### config.mk
export PLATFORM = sky130hd
export DESIGN_NAME = ready_queue_scheduler_core
export DESIGN_NICKNAME = d
export VERILOG_FILES = /design/src/sv/rqs_pkg.sv /design/src/sv/ready_queue_scheduler_core.sv /design/src/sv/rqs_ram.sv
export SDC_FILE = /design/constraint.sdc
export NUM_CORES = 1
export LEC_CHECK = 0
export BUFFER_PORTS_ARGS = -buffer_cell sky130_fd_sc_hd__buf_2
export CAP_MARGIN = 20
export CELL_PAD_IN_SITES_DETAIL_PLACEMENT = 0
export CELL_PAD_IN_SITES_GLOBAL_PLACEMENT = 1
export CORE_ASPECT_RATIO = 1.1
export CORE_MARGIN = 2
export CORE_UTILIZATION = 30
export DETAILED_ROUTE_END_ITERATION = 8
export GPL_TIMING_DRIVEN = 0
export PLACE_DENSITY = 0.48
export SLEW_MARGIN = 20
export SYNTH_ARGS = -nofsm -noshare
export SYNTH_HDL_FRONTEND = slang
export SYNTH_HIERARCHICAL = 1
export SYNTH_SLANG_ARGS = --single-unit
### constraint.sdc
create_clock -name clk -period 9.94 [get_ports clk]
set_clock_uncertainty 0.2 [all_clocks]
set_input_delay 2.485 -clock clk [delete_from_list [all_inputs] [get_ports clk]]
set_output_delay 2.485 -clock clk [all_outputs]
set_load 0.05 [all_outputs]
### src/sv/rqs_pkg.sv
// package with sizes, codes and types of the ready queue scheduler
package rqs_pkg;

  localparam int DEPTH     = 16;
  localparam int ID_BITS   = 8;
  localparam int PRIO_BITS = 16;
  localparam int IDX_W     = $clog2(DEPTH);
  localparam int CNT_W     = $clog2(DEPTH + 1);

  localparam logic [1:0] OP_INSERT = 2'd0;
  localparam logic [1:0] OP_REMOVE = 2'd1;
  localparam logic [1:0] OP_NEXT   = 2'd2;

  localparam logic [1:0] MODE_SIMPLE   = 2'd0;
  localparam logic [1:0] MODE_CIRCULAR = 2'd1;
  localparam logic [1:0] MODE_PRIORITY = 2'd2;
  localparam logic [1:0] MODE_NONE     = 2'd3;

  localparam logic [1:0] STAT_OK        = 2'd0;
  localparam logic [1:0] STAT_NOTHING   = 2'd1;
  localparam logic [1:0] STAT_FULL      = 2'd2;
  localparam logic [1:0] STAT_NOT_FOUND = 2'd3;

  typedef struct packed {
    logic [ID_BITS-1:0]   id;
    logic [PRIO_BITS-1:0] prio;
  } entry_t;

  typedef enum logic [2:0] {
    ST_IDLE,
    ST_EXEC,
    ST_RM_SCAN,
    ST_RM_SHIFT,
    ST_RESCAN,
    ST_NX_DATA,
    ST_DONE
  } state_t;

endpackage

### src/sv/ready_queue_scheduler_core.sv
// Ready queue scheduler: holds up to DEPTH (process id, priority) entries in
// insertion order in one RAM with a registered read port, walked by a small
// sequencer that reads one entry per cycle. A remove scans for the id, shifts
// the tail down one slot per cycle and, when the best entry was removed,
// rescans priorities. The single RAM read port is why entries are walked one
// at a time. A result waits in an output register, so the next word is taken
// while it is still pending.
module ready_queue_scheduler_core
  import rqs_pkg::*;
(
  input  logic        clk,
  input  logic        rst,
  input  logic        s_axis_tvalid,
  output logic        s_axis_tready,
  input  logic [23:0] s_axis_tdata,   // proc_id[7:0], priority_req[23:8]
  input  logic [1:0]  s_axis_tuser,   // op[1:0]
  output logic        m_axis_tvalid,
  input  logic        m_axis_tready,
  output logic [15:0] m_axis_tdata,   // chosen_id[7:0], entries[12:8], zero[15:13]
  output logic [1:0]  m_axis_tuser,   // status[1:0]
  input  logic        cfg_valid,
  output logic        cfg_ready,
  input  logic [1:0]  cfg_data        // mode[1:0]
);

  state_t state, state_next;

  logic [1:0]           mode;
  logic [CNT_W-1:0]     count, count_next;
  logic [IDX_W-1:0]     cur, cur_next;
  logic [IDX_W-1:0]     best, best_next;
  logic [PRIO_BITS-1:0] best_prio, best_prio_next;
  logic [1:0]           op_r;
  logic [ID_BITS-1:0]   id_r;
  logic [PRIO_BITS-1:0] prio_r;
  logic [CNT_W-1:0]     scan, scan_next;
  logic                 lag_valid, lag_valid_next;
  logic [IDX_W-1:0]     lag_idx, lag_idx_next;
  logic [IDX_W-1:0]     rm_idx, rm_idx_next;
  logic [1:0]           res_status, res_status_next;
  logic [ID_BITS-1:0]   res_chosen, res_chosen_next;
  logic                 out_valid, out_valid_next;
  logic [1:0]           out_status;
  logic [ID_BITS-1:0]   out_chosen;
  logic [CNT_W-1:0]     out_entries;
  logic                 out_load;

  logic                 ram_we;
  logic [IDX_W-1:0]     ram_waddr;
  entry_t               ram_wdata;
  logic [IDX_W-1:0]     ram_raddr;
  entry_t               ram_rdata;
  logic [$bits(entry_t)-1:0] ram_rdata_raw;

  logic [CNT_W-1:0]     count_dec;
  logic [CNT_W-1:0]     cur_inc;
  logic                 accept;

  assign accept        = s_axis_tvalid && s_axis_tready;
  assign s_axis_tready = (state == ST_IDLE);
  assign cfg_ready     = 1'b1;
  assign m_axis_tvalid = out_valid;
  assign m_axis_tuser  = out_status;
  assign m_axis_tdata  = {3'b000, out_entries, out_chosen};
  assign ram_rdata     = entry_t'(ram_rdata_raw);
  assign count_dec     = count - CNT_W'(1);
  assign cur_inc       = {1'b0, cur} + CNT_W'(1);

  rqs_ram #(
    .WIDTH ($bits(entry_t)),
    .DEPTH (DEPTH)
  ) u_ram (
    .clk   (clk),
    .we    (ram_we),
    .waddr (ram_waddr),
    .wdata (ram_wdata),
    .raddr (ram_raddr),
    .rdata (ram_rdata_raw)
  );

  always_ff @(posedge clk) begin
    if (rst) begin
      state     <= ST_IDLE;
      mode      <= MODE_SIMPLE;
      count     <= '0;
      cur       <= '0;
      best      <= '0;
      lag_valid <= 1'b0;
      out_valid <= 1'b0;
    end else begin
      state     <= state_next;
      count     <= count_next;
      cur       <= cur_next;
      best      <= best_next;
      lag_valid <= lag_valid_next;
      out_valid <= out_valid_next;
      if (cfg_valid && cfg_ready) begin
        mode <= cfg_data;
      end
    end
  end

  always_ff @(posedge clk) begin
    best_prio  <= best_prio_next;
    scan       <= scan_next;
    lag_idx    <= lag_idx_next;
    rm_idx     <= rm_idx_next;
    res_status <= res_status_next;
    res_chosen <= res_chosen_next;
    if (accept) begin
      op_r   <= s_axis_tuser;
      id_r   <= s_axis_tdata[ID_BITS-1:0];
      prio_r <= s_axis_tdata[ID_BITS +: PRIO_BITS];
    end
    if (out_load) begin
      out_status  <= res_status;
      out_chosen  <= res_chosen;
      out_entries <= count;
    end
  end

  always_comb begin
    state_next      = state;
    count_next      = count;
    cur_next        = cur;
    best_next       = best;
    best_prio_next  = best_prio;
    scan_next       = scan;
    lag_valid_next  = 1'b0;
    lag_idx_next    = lag_idx;
    rm_idx_next     = rm_idx;
    res_status_next = res_status;
    res_chosen_next = res_chosen;
    out_valid_next  = out_valid && !m_axis_tready;
    out_load        = 1'b0;
    ram_we          = 1'b0;
    ram_waddr       = lag_idx - IDX_W'(1);
    ram_wdata       = ram_rdata;
    ram_raddr       = scan[IDX_W-1:0];

    unique case (state)
      ST_IDLE: begin
        if (accept) begin
          res_status_next = STAT_OK;
          res_chosen_next = '0;
          state_next      = ST_EXEC;
        end
      end

      ST_EXEC: begin
        scan_next  = '0;
        state_next = ST_DONE;
        case (op_r)
          OP_INSERT: begin
            if (count == CNT_W'(DEPTH)) begin
              res_status_next = STAT_FULL;
            end else begin
              ram_we         = 1'b1;
              ram_waddr      = count[IDX_W-1:0];
              ram_wdata.id   = id_r;
              ram_wdata.prio = prio_r;
              if (count == '0) begin
                cur_next       = '0;
                best_next      = '0;
                best_prio_next = prio_r;
              end else if (prio_r < best_prio) begin
                best_next      = count[IDX_W-1:0];
                best_prio_next = prio_r;
              end
              count_next = count + CNT_W'(1);
            end
          end
          OP_REMOVE: begin
            state_next = ST_RM_SCAN;
          end
          OP_NEXT: begin
            if (count == '0 || mode == MODE_NONE) begin
              res_status_next = STAT_NOTHING;
            end else begin
              ram_raddr  = (mode == MODE_PRIORITY) ? best : cur;
              state_next = ST_NX_DATA;
            end
          end
          default: begin
            res_status_next = STAT_OK;
          end
        endcase
      end

      ST_RM_SCAN: begin
        if (lag_valid && ram_rdata.id == id_r) begin
          rm_idx_next = lag_idx;
          scan_next   = {1'b0, lag_idx} + CNT_W'(1);
          state_next  = ST_RM_SHIFT;
        end else if (scan < count) begin
          lag_valid_next = 1'b1;
          lag_idx_next   = scan[IDX_W-1:0];
          scan_next      = scan + CNT_W'(1);
        end else begin
          res_status_next = STAT_NOT_FOUND;
          state_next      = ST_DONE;
        end
      end

      ST_RM_SHIFT: begin
        ram_we = lag_valid;
        if (scan < count) begin
          lag_valid_next = 1'b1;
          lag_idx_next   = scan[IDX_W-1:0];
          scan_next      = scan + CNT_W'(1);
        end else if (!lag_valid) begin
          count_next = count_dec;
          state_next = ST_DONE;
          if (count_dec == '0) begin
            cur_next  = '0;
            best_next = '0;
          end else begin
            if (rm_idx == cur) begin
              if ({1'b0, cur} >= count_dec) begin
                cur_next = '0;
              end
            end else if (rm_idx < cur) begin
              cur_next = cur - IDX_W'(1);
            end
            if (rm_idx == best) begin
              scan_next  = '0;
              state_next = ST_RESCAN;
            end else if (rm_idx < best) begin
              best_next = best - IDX_W'(1);
            end
          end
        end
      end

      ST_RESCAN: begin
        if (lag_valid && (lag_idx == '0 || ram_rdata.prio < best_prio)) begin
          best_next      = lag_idx;
          best_prio_next = ram_rdata.prio;
        end
        if (scan < count) begin
          lag_valid_next = 1'b1;
          lag_idx_next   = scan[IDX_W-1:0];
          scan_next      = scan + CNT_W'(1);
        end else if (!lag_valid) begin
          state_next = ST_DONE;
        end
      end

      ST_NX_DATA: begin
        res_chosen_next = ram_rdata.id;
        if (mode == MODE_CIRCULAR) begin
          cur_next = (cur_inc >= count) ? '0 : cur_inc[IDX_W-1:0];
        end
        state_next = ST_DONE;
      end

      ST_DONE: begin
        if (!out_valid || m_axis_tready) begin
          out_load       = 1'b1;
          out_valid_next = 1'b1;
          state_next     = ST_IDLE;
        end
      end

      default: begin
        state_next = ST_IDLE;
      end
    endcase
  end

endmodule

### src/sv/rqs_ram.sv
// generic single write port ram with registered read
module rqs_ram #(
  parameter int WIDTH = 8,
  parameter int DEPTH = 16
) (
  input  logic                     clk,
  input  logic                     we,
  input  logic [$clog2(DEPTH)-1:0] waddr,
  input  logic [WIDTH-1:0]         wdata,
  input  logic [$clog2(DEPTH)-1:0] raddr,
  output logic [WIDTH-1:0]         rdata
);

  logic [WIDTH-1:0] mem [DEPTH];

  always_ff @(posedge clk) begin
    if (we) begin
      mem[waddr] <= wdata;
    end
    rdata <= mem[raddr];
  end

endmodule

# Yosys cells after proc, flatten, opt, wreduce, memory -nomap -nowiden
# Memory sizes are Yosys's and may differ from the RTL's. A register that Yosys moved wholly into a read port is not among the register bits.
# Cells that the tools add are included.
# op_classes
muxes,88
reduce_logical,33
n_eq_ne,40
n_lt_le_gt_ge,7
addsub,8
# ops
op,n
two-way mux 4 bit,30
two-way mux 16 bit,5
two-way mux 24 bit,3
two-way mux 5 bit,10
< comparator 16 bit,2
case mux 16 bit (2 select lines),1
"!= test 3 bit, second input constant",9
two-way mux 3 bit,8
"!= test 2 bit, second input constant",12
case mux 4 bit (3 select lines),2
case mux 3 bit (7 select lines),1
case mux 5 bit (4 select lines),1
AND reduction 9 bit,2
two-way mux 2 bit,8
case mux 8 bit (2 select lines),1
AND reduction 7 bit,2
case mux 2 bit (3 select lines),2
"subtractor 4 x 1 -> 4 bit, second input constant",3
"adder 4 x 1 -> 5 bit, second input constant",2
"adder 5 x 1 -> 5 bit, second input constant",2
logical NOT 5 bit,2
two-way mux 1 bit,10
case mux 5 bit (2 select lines),1
AND reduction 5 bit,2
31 further kinds,55
# totals
inputBits,33
ram_bits,384
register_bits,100
elab_cells,196
mem_count,1
# mem_list
name,depth,width,rd,rd_ports_with_merged_regs,wr,line_no,rtl
u_ram.mem,16,24,1,1,1,rqs_ram.sv:14,logic [WIDTH-1:0] mem [DEPTH];

# Depth between registers and ports, before layout
# depth
depth_word,8
ltp_mapped,13
mapped_depth_nobuf,11

# Cells and area by module
# Netlist, hierarchy kept.
# by_module_without_submodules
mod,seq_area_each_um2,cells_per_inst,n_inst,area_per_inst_um2
rqs_ram,12011.5,636,1,14930.6
ready_queue_scheduler_core,2802.7,644,1,6442.4

# Worst setup path after synthesis
# OpenSTA, ideal clock, no wires.
# synth_timing
path_kind,register to register
start,register count[0]
end,memory u_ram/mem[0][0] (netlist bit) (enable)
stages_incl_launch_ff,9
required_time_ps,9305
path_buffers,1
t_arrival_ps,3871
setup_time_ps,435
path_slack_ps,5434
synth_period_minus_slack_ps,4506
path_cell_list,dfxtp_1 inv_1 ha_1 nand4bb_1 nand3_1 clkbuf_1 a32o_1 or3b_2 nor3_1
# synth_rtl
item,line_no,rtl
from (decl),ready_queue_scheduler_core.sv:29,"logic [CNT_W-1:0] count, count_next;"
from (signal assigned),ready_queue_scheduler_core.sv:92,count <= count_next;
equality test 5 bit,ready_queue_scheduler_core.sv:155,if (count == CNT_W'(DEPTH)) begin
two-way mux 4 bit,ready_queue_scheduler_core.sv:155,
two-way mux 4 bit,ready_queue_scheduler_core.sv:153,case (op_r)
two-way mux 4 bit,ready_queue_scheduler_core.sv:141,unique case (state)
via ram_waddr[2],ready_queue_scheduler_core.sv:49,logic [IDX_W-1:0] ram_waddr;
to (decl),rqs_ram.sv:14,
# The timed path passes the listed nets, and every way through them passes these cells.

# Worst setup path after layout
# layout_timing
start,register count[0]
end,"register u_ram.rdata[17], read port of u_ram.mem"
# layout_between
elab_chain_cells,5
# layout_lines
item,line_no,rtl
logical NOT 5 bit,ready_queue_scheduler_core.sv:177,if (count == '0 || mode == MODE_NONE) begin
logical OR 1 bit,ready_queue_scheduler_core.sv:177,
two-way mux 4 bit,ready_queue_scheduler_core.sv:177,
two-way mux 4 bit,ready_queue_scheduler_core.sv:153,
two-way mux 4 bit,ready_queue_scheduler_core.sv:141,
via ram_raddr[1],ready_queue_scheduler_core.sv:51,logic [IDX_W-1:0] ram_raddr;
to (decl),rqs_ram.sv:11,output logic [WIDTH-1:0] rdata
# The timed path passes the listed nets, and every way through them passes these cells.
# A chain may end at the register's enable or synchronous reset.

==> key figures <==
Run status
  – Outcome: completed

Clocking
  – H-tree levels: 2
  – Clk buf depth: 3
  – Clk Latency, worst-skew pair: 0.60 ns
  – Post-cts hold buffer count: 0
  – Clock-pin slew on the worst setup and hold paths: 0.06 ns
  – Post-CTS sizing: 0
  – Clk root buf: clkbuf_16
  – CTS Sinks: 508
  – CTS tree: built
  – Cts bufs inserted: 54
  – Post-CTS Setup Bufs: 0

Logic synthesis
  – Main synth FF type: edfxtp_1
  – YS warnings: 6
  – Cell with the most instances after synthesis: edfxtp_1
  – Top cell type's share of synthesized area: 65.2%
  – Synthesized area: 21,400 sq um
  – Top post-synthesis cells by area: edfxtp_1 65%, mux4_2 10%, dfxtp_1 4.1%
  – Distinct cells, synth: 70
  – Post-synth EDFFs: 464
  – Ys async rst share: 0%
  – Post-synthesis sequential area ratio: 69.3%
  – Largest area contributor in the synthesized netlist: edfxtp_1
  – Most frequent cells after synthesis: 464 x edfxtp_1, 120 x nand2_1, 96 x mux4_2, 67 x ha_1
  – Syn_area_per_cell: 16.7 sq um
  – #FFs+latches synth: 508
  – Post-Syn Instances: 1,280

Place
  – Buffers on Ports: 48
  – RePlAce Congestion: 0.777
  – Half-perimeter wire length after placement: 40,100 microns

STA
  – Final worst-path cycle share: 48.2%
  – Fmax: 0.209 GHz
  – Max-slew violations: 0
  – Worst Tran Pin Value: 0.988 ns
  – Setup-failing EPs final: 0
  – Slew headroom: 34.2%
  – Setup TNS: 0 ns
  – Count of final hold-check violations: 0
  – RSZ-0062 raised after global routing: false
  – Post-layout min period: 4.79 ns
  – Hold Slack: 0.217 ns

Floorplan
  – Boundary pin count: 54
  – Die Y: 284 microns
  – Die area: 73,400 sq um
  – Die Width: 258 microns
  – Row count: 102
  – Core box area: 70,400 sq um
  – Initial core utilization: 30.3%

Power and ir drop
  – Static Leak: 8.41 nW
  – PwrDens: 282 nW/um^2
  – Worst VDD drop: 0.129 mV

Route
  – DRT Wirelength: 56,200 microns
  – Drt wl/cell: 23.5 microns
  – Via count: 11,600
  – Antenna viol nets, final: 0
  – DRC errors left: 0
  – DRT iter0 DRCs: 812
  – First-pass detailed-route iteration total: 5
  – Vias/cell: 4.86

GRT
  – GRT Overall Usage: 15.4%
  – GRT Residual Overflow: 0
  – First-pass GRT wire length: 82,400 microns
  – Initial antenna violation count: 4
  – Largest net degree at the start of global routing: 17
  – Vias in the first global route: 12,100

Finish
  – Area delta synth->final: 17.2%
  – Nets@finish: 1,514
  – Finished Core Util: 35.6%
  – FILL cells: 6,676
  – Layout cell share with drive strength beyond 1: 22.1%
  – ANT cells: 0

Worst hold path
  – Min-Delay Path Depth: 0
  – Worst min-delay path class: reg2reg

Critical path
  – WP data required: 10.21 ns
  – Critical Setup Path Class: reg2reg
  – Crit path launch type: register
  – Crit path arrival time: 5.06 ns
  – Crit. End Element: register
  – Max Fanout on Critical Path: 11
  – Reg2reg path depth: 12

Run
  – Max_cap viols: 0
[state kept, by name, summed over array words and instances, names as in the netlist, 2 cells and up]
name and cells:
lag_idx 4, u_ram/rdata 24, u_ram/mem 384, scan 5, count 5, prio_r 16, mode 2, state 3
out_chosen 8, res_chosen 8, res_status 2, id_r 8, best_prio 16, out_entries 5, best 4, cur 4
rm_idx 4, op_r 2, m_axis_tuser 2
[worst paths after layout]
check                               start                         to  slack [ns]
setup / recovery    count[0]$_SDFFE_PP0P_    u_ram/rdata[17]$_DFF_P_        5.15
hold / removal    res_status[1]$_DFFE_PP_  m_axis_tuser[1]$_DFFE_PP_        0.22
setup reg to reg    count[0]$_SDFFE_PP0P_    u_ram/rdata[17]$_DFF_P_        5.15
hold reg to reg   res_status[1]$_DFFE_PP_  m_axis_tuser[1]$_DFFE_PP_        0.22
[routing by layer]
layer,global-route usage (%),vias to the layer above,wire length [microns]
li1,-,5311,-
met1,20.1,6078,24400
met2,26.7,185,28700
met3,2.18,64,1940
met4,4.02,0,1170
met5,0,-,0
[cell usage in the layout (no fill, tap or decap), drive strengths merged, types with 10 or more instances in the layout]
cell	instances
edfxtp	464
dfxtp	44
mux4	96
clkbuf	109
a22oi	49
inv	49
a21oi	47
nand4	13
buf	102
xnor2	18
nor3	18
nand2	120
nand3	15
nor2	49
ha	67
mux2	24
and2	17
o21ai	24
nand2b	10
clkinv	19
[where the power goes]
| part | switching [mW] | internal (mW) |
|---|---|---|
| clock | 0.824 | 1.08 |
| sequential | 0.180 | 2.83 |
| combinational | 1.35 | 0.805 |
| total | 2.36 | 4.71 |
[cell type report]
class                   count  area, sq um  share of cell area (%)
flip-flops and latches    508        14800                    59.1
repair buffers             76          718                    2.87
plain buffers              59          310                    1.24
clock buffers              76         1460                    5.84
multi-input cells         667         6210                    24.8
well taps                 936         1170                    4.67
clock inverters            24          195                   0.779
inverters                  48          180                   0.719
[critical path, cell delays in order (launching register included)]
cell	delay, ns
dfxtp_1	0.71
inv_1	0.29
ha_1	0.29
nor4b_2	0.20
a21oi_1	0.24
nand3_1	0.36
o21ai_0	0.29
clkbuf_1	0.45
buf_2	0.40
buf_2	0.44
mux4_2	0.37
a22oi_1	0.29
nand2_1	0.13
[stage by stage]
step           instance area (sq um)  total power [mW]  cells  setup WS (ns)
2_1_floorplan                  21400              4.43   1282           5.43
6_report                       25100              7.07   2394           5.15
3_5_place_dp                   23400              5.27   2294           5.08
5_1_grt                        25100              7.47   2394           4.83
4_1_cts                        25100              7.19   2394           5.04
3_3_place_gp                   22800              5.19   2266           2.34
[logic make-up (layout without fill, tap and decap cells)]
group | Yosys count | count (layout) | share of synthesized area, %
multiplexers | 123 | 123 | 11.5
flip-flops | 508 | 508 | 69.3
XOR/XNOR | 25 | 25 | 1.02
AND/OR/NAND/NOR | 270 | 270 | 5.94
adder cells (fa/ha/maj) | 67 | 67 | 3.92
other | 2 | 4 | 0.0351
buffers and inverters | 107 | 283 | 2.29
AO/OA/AOI/OAI | 178 | 178 | 5.95
No activity file was read; power rests on OpenSTA's default activity.
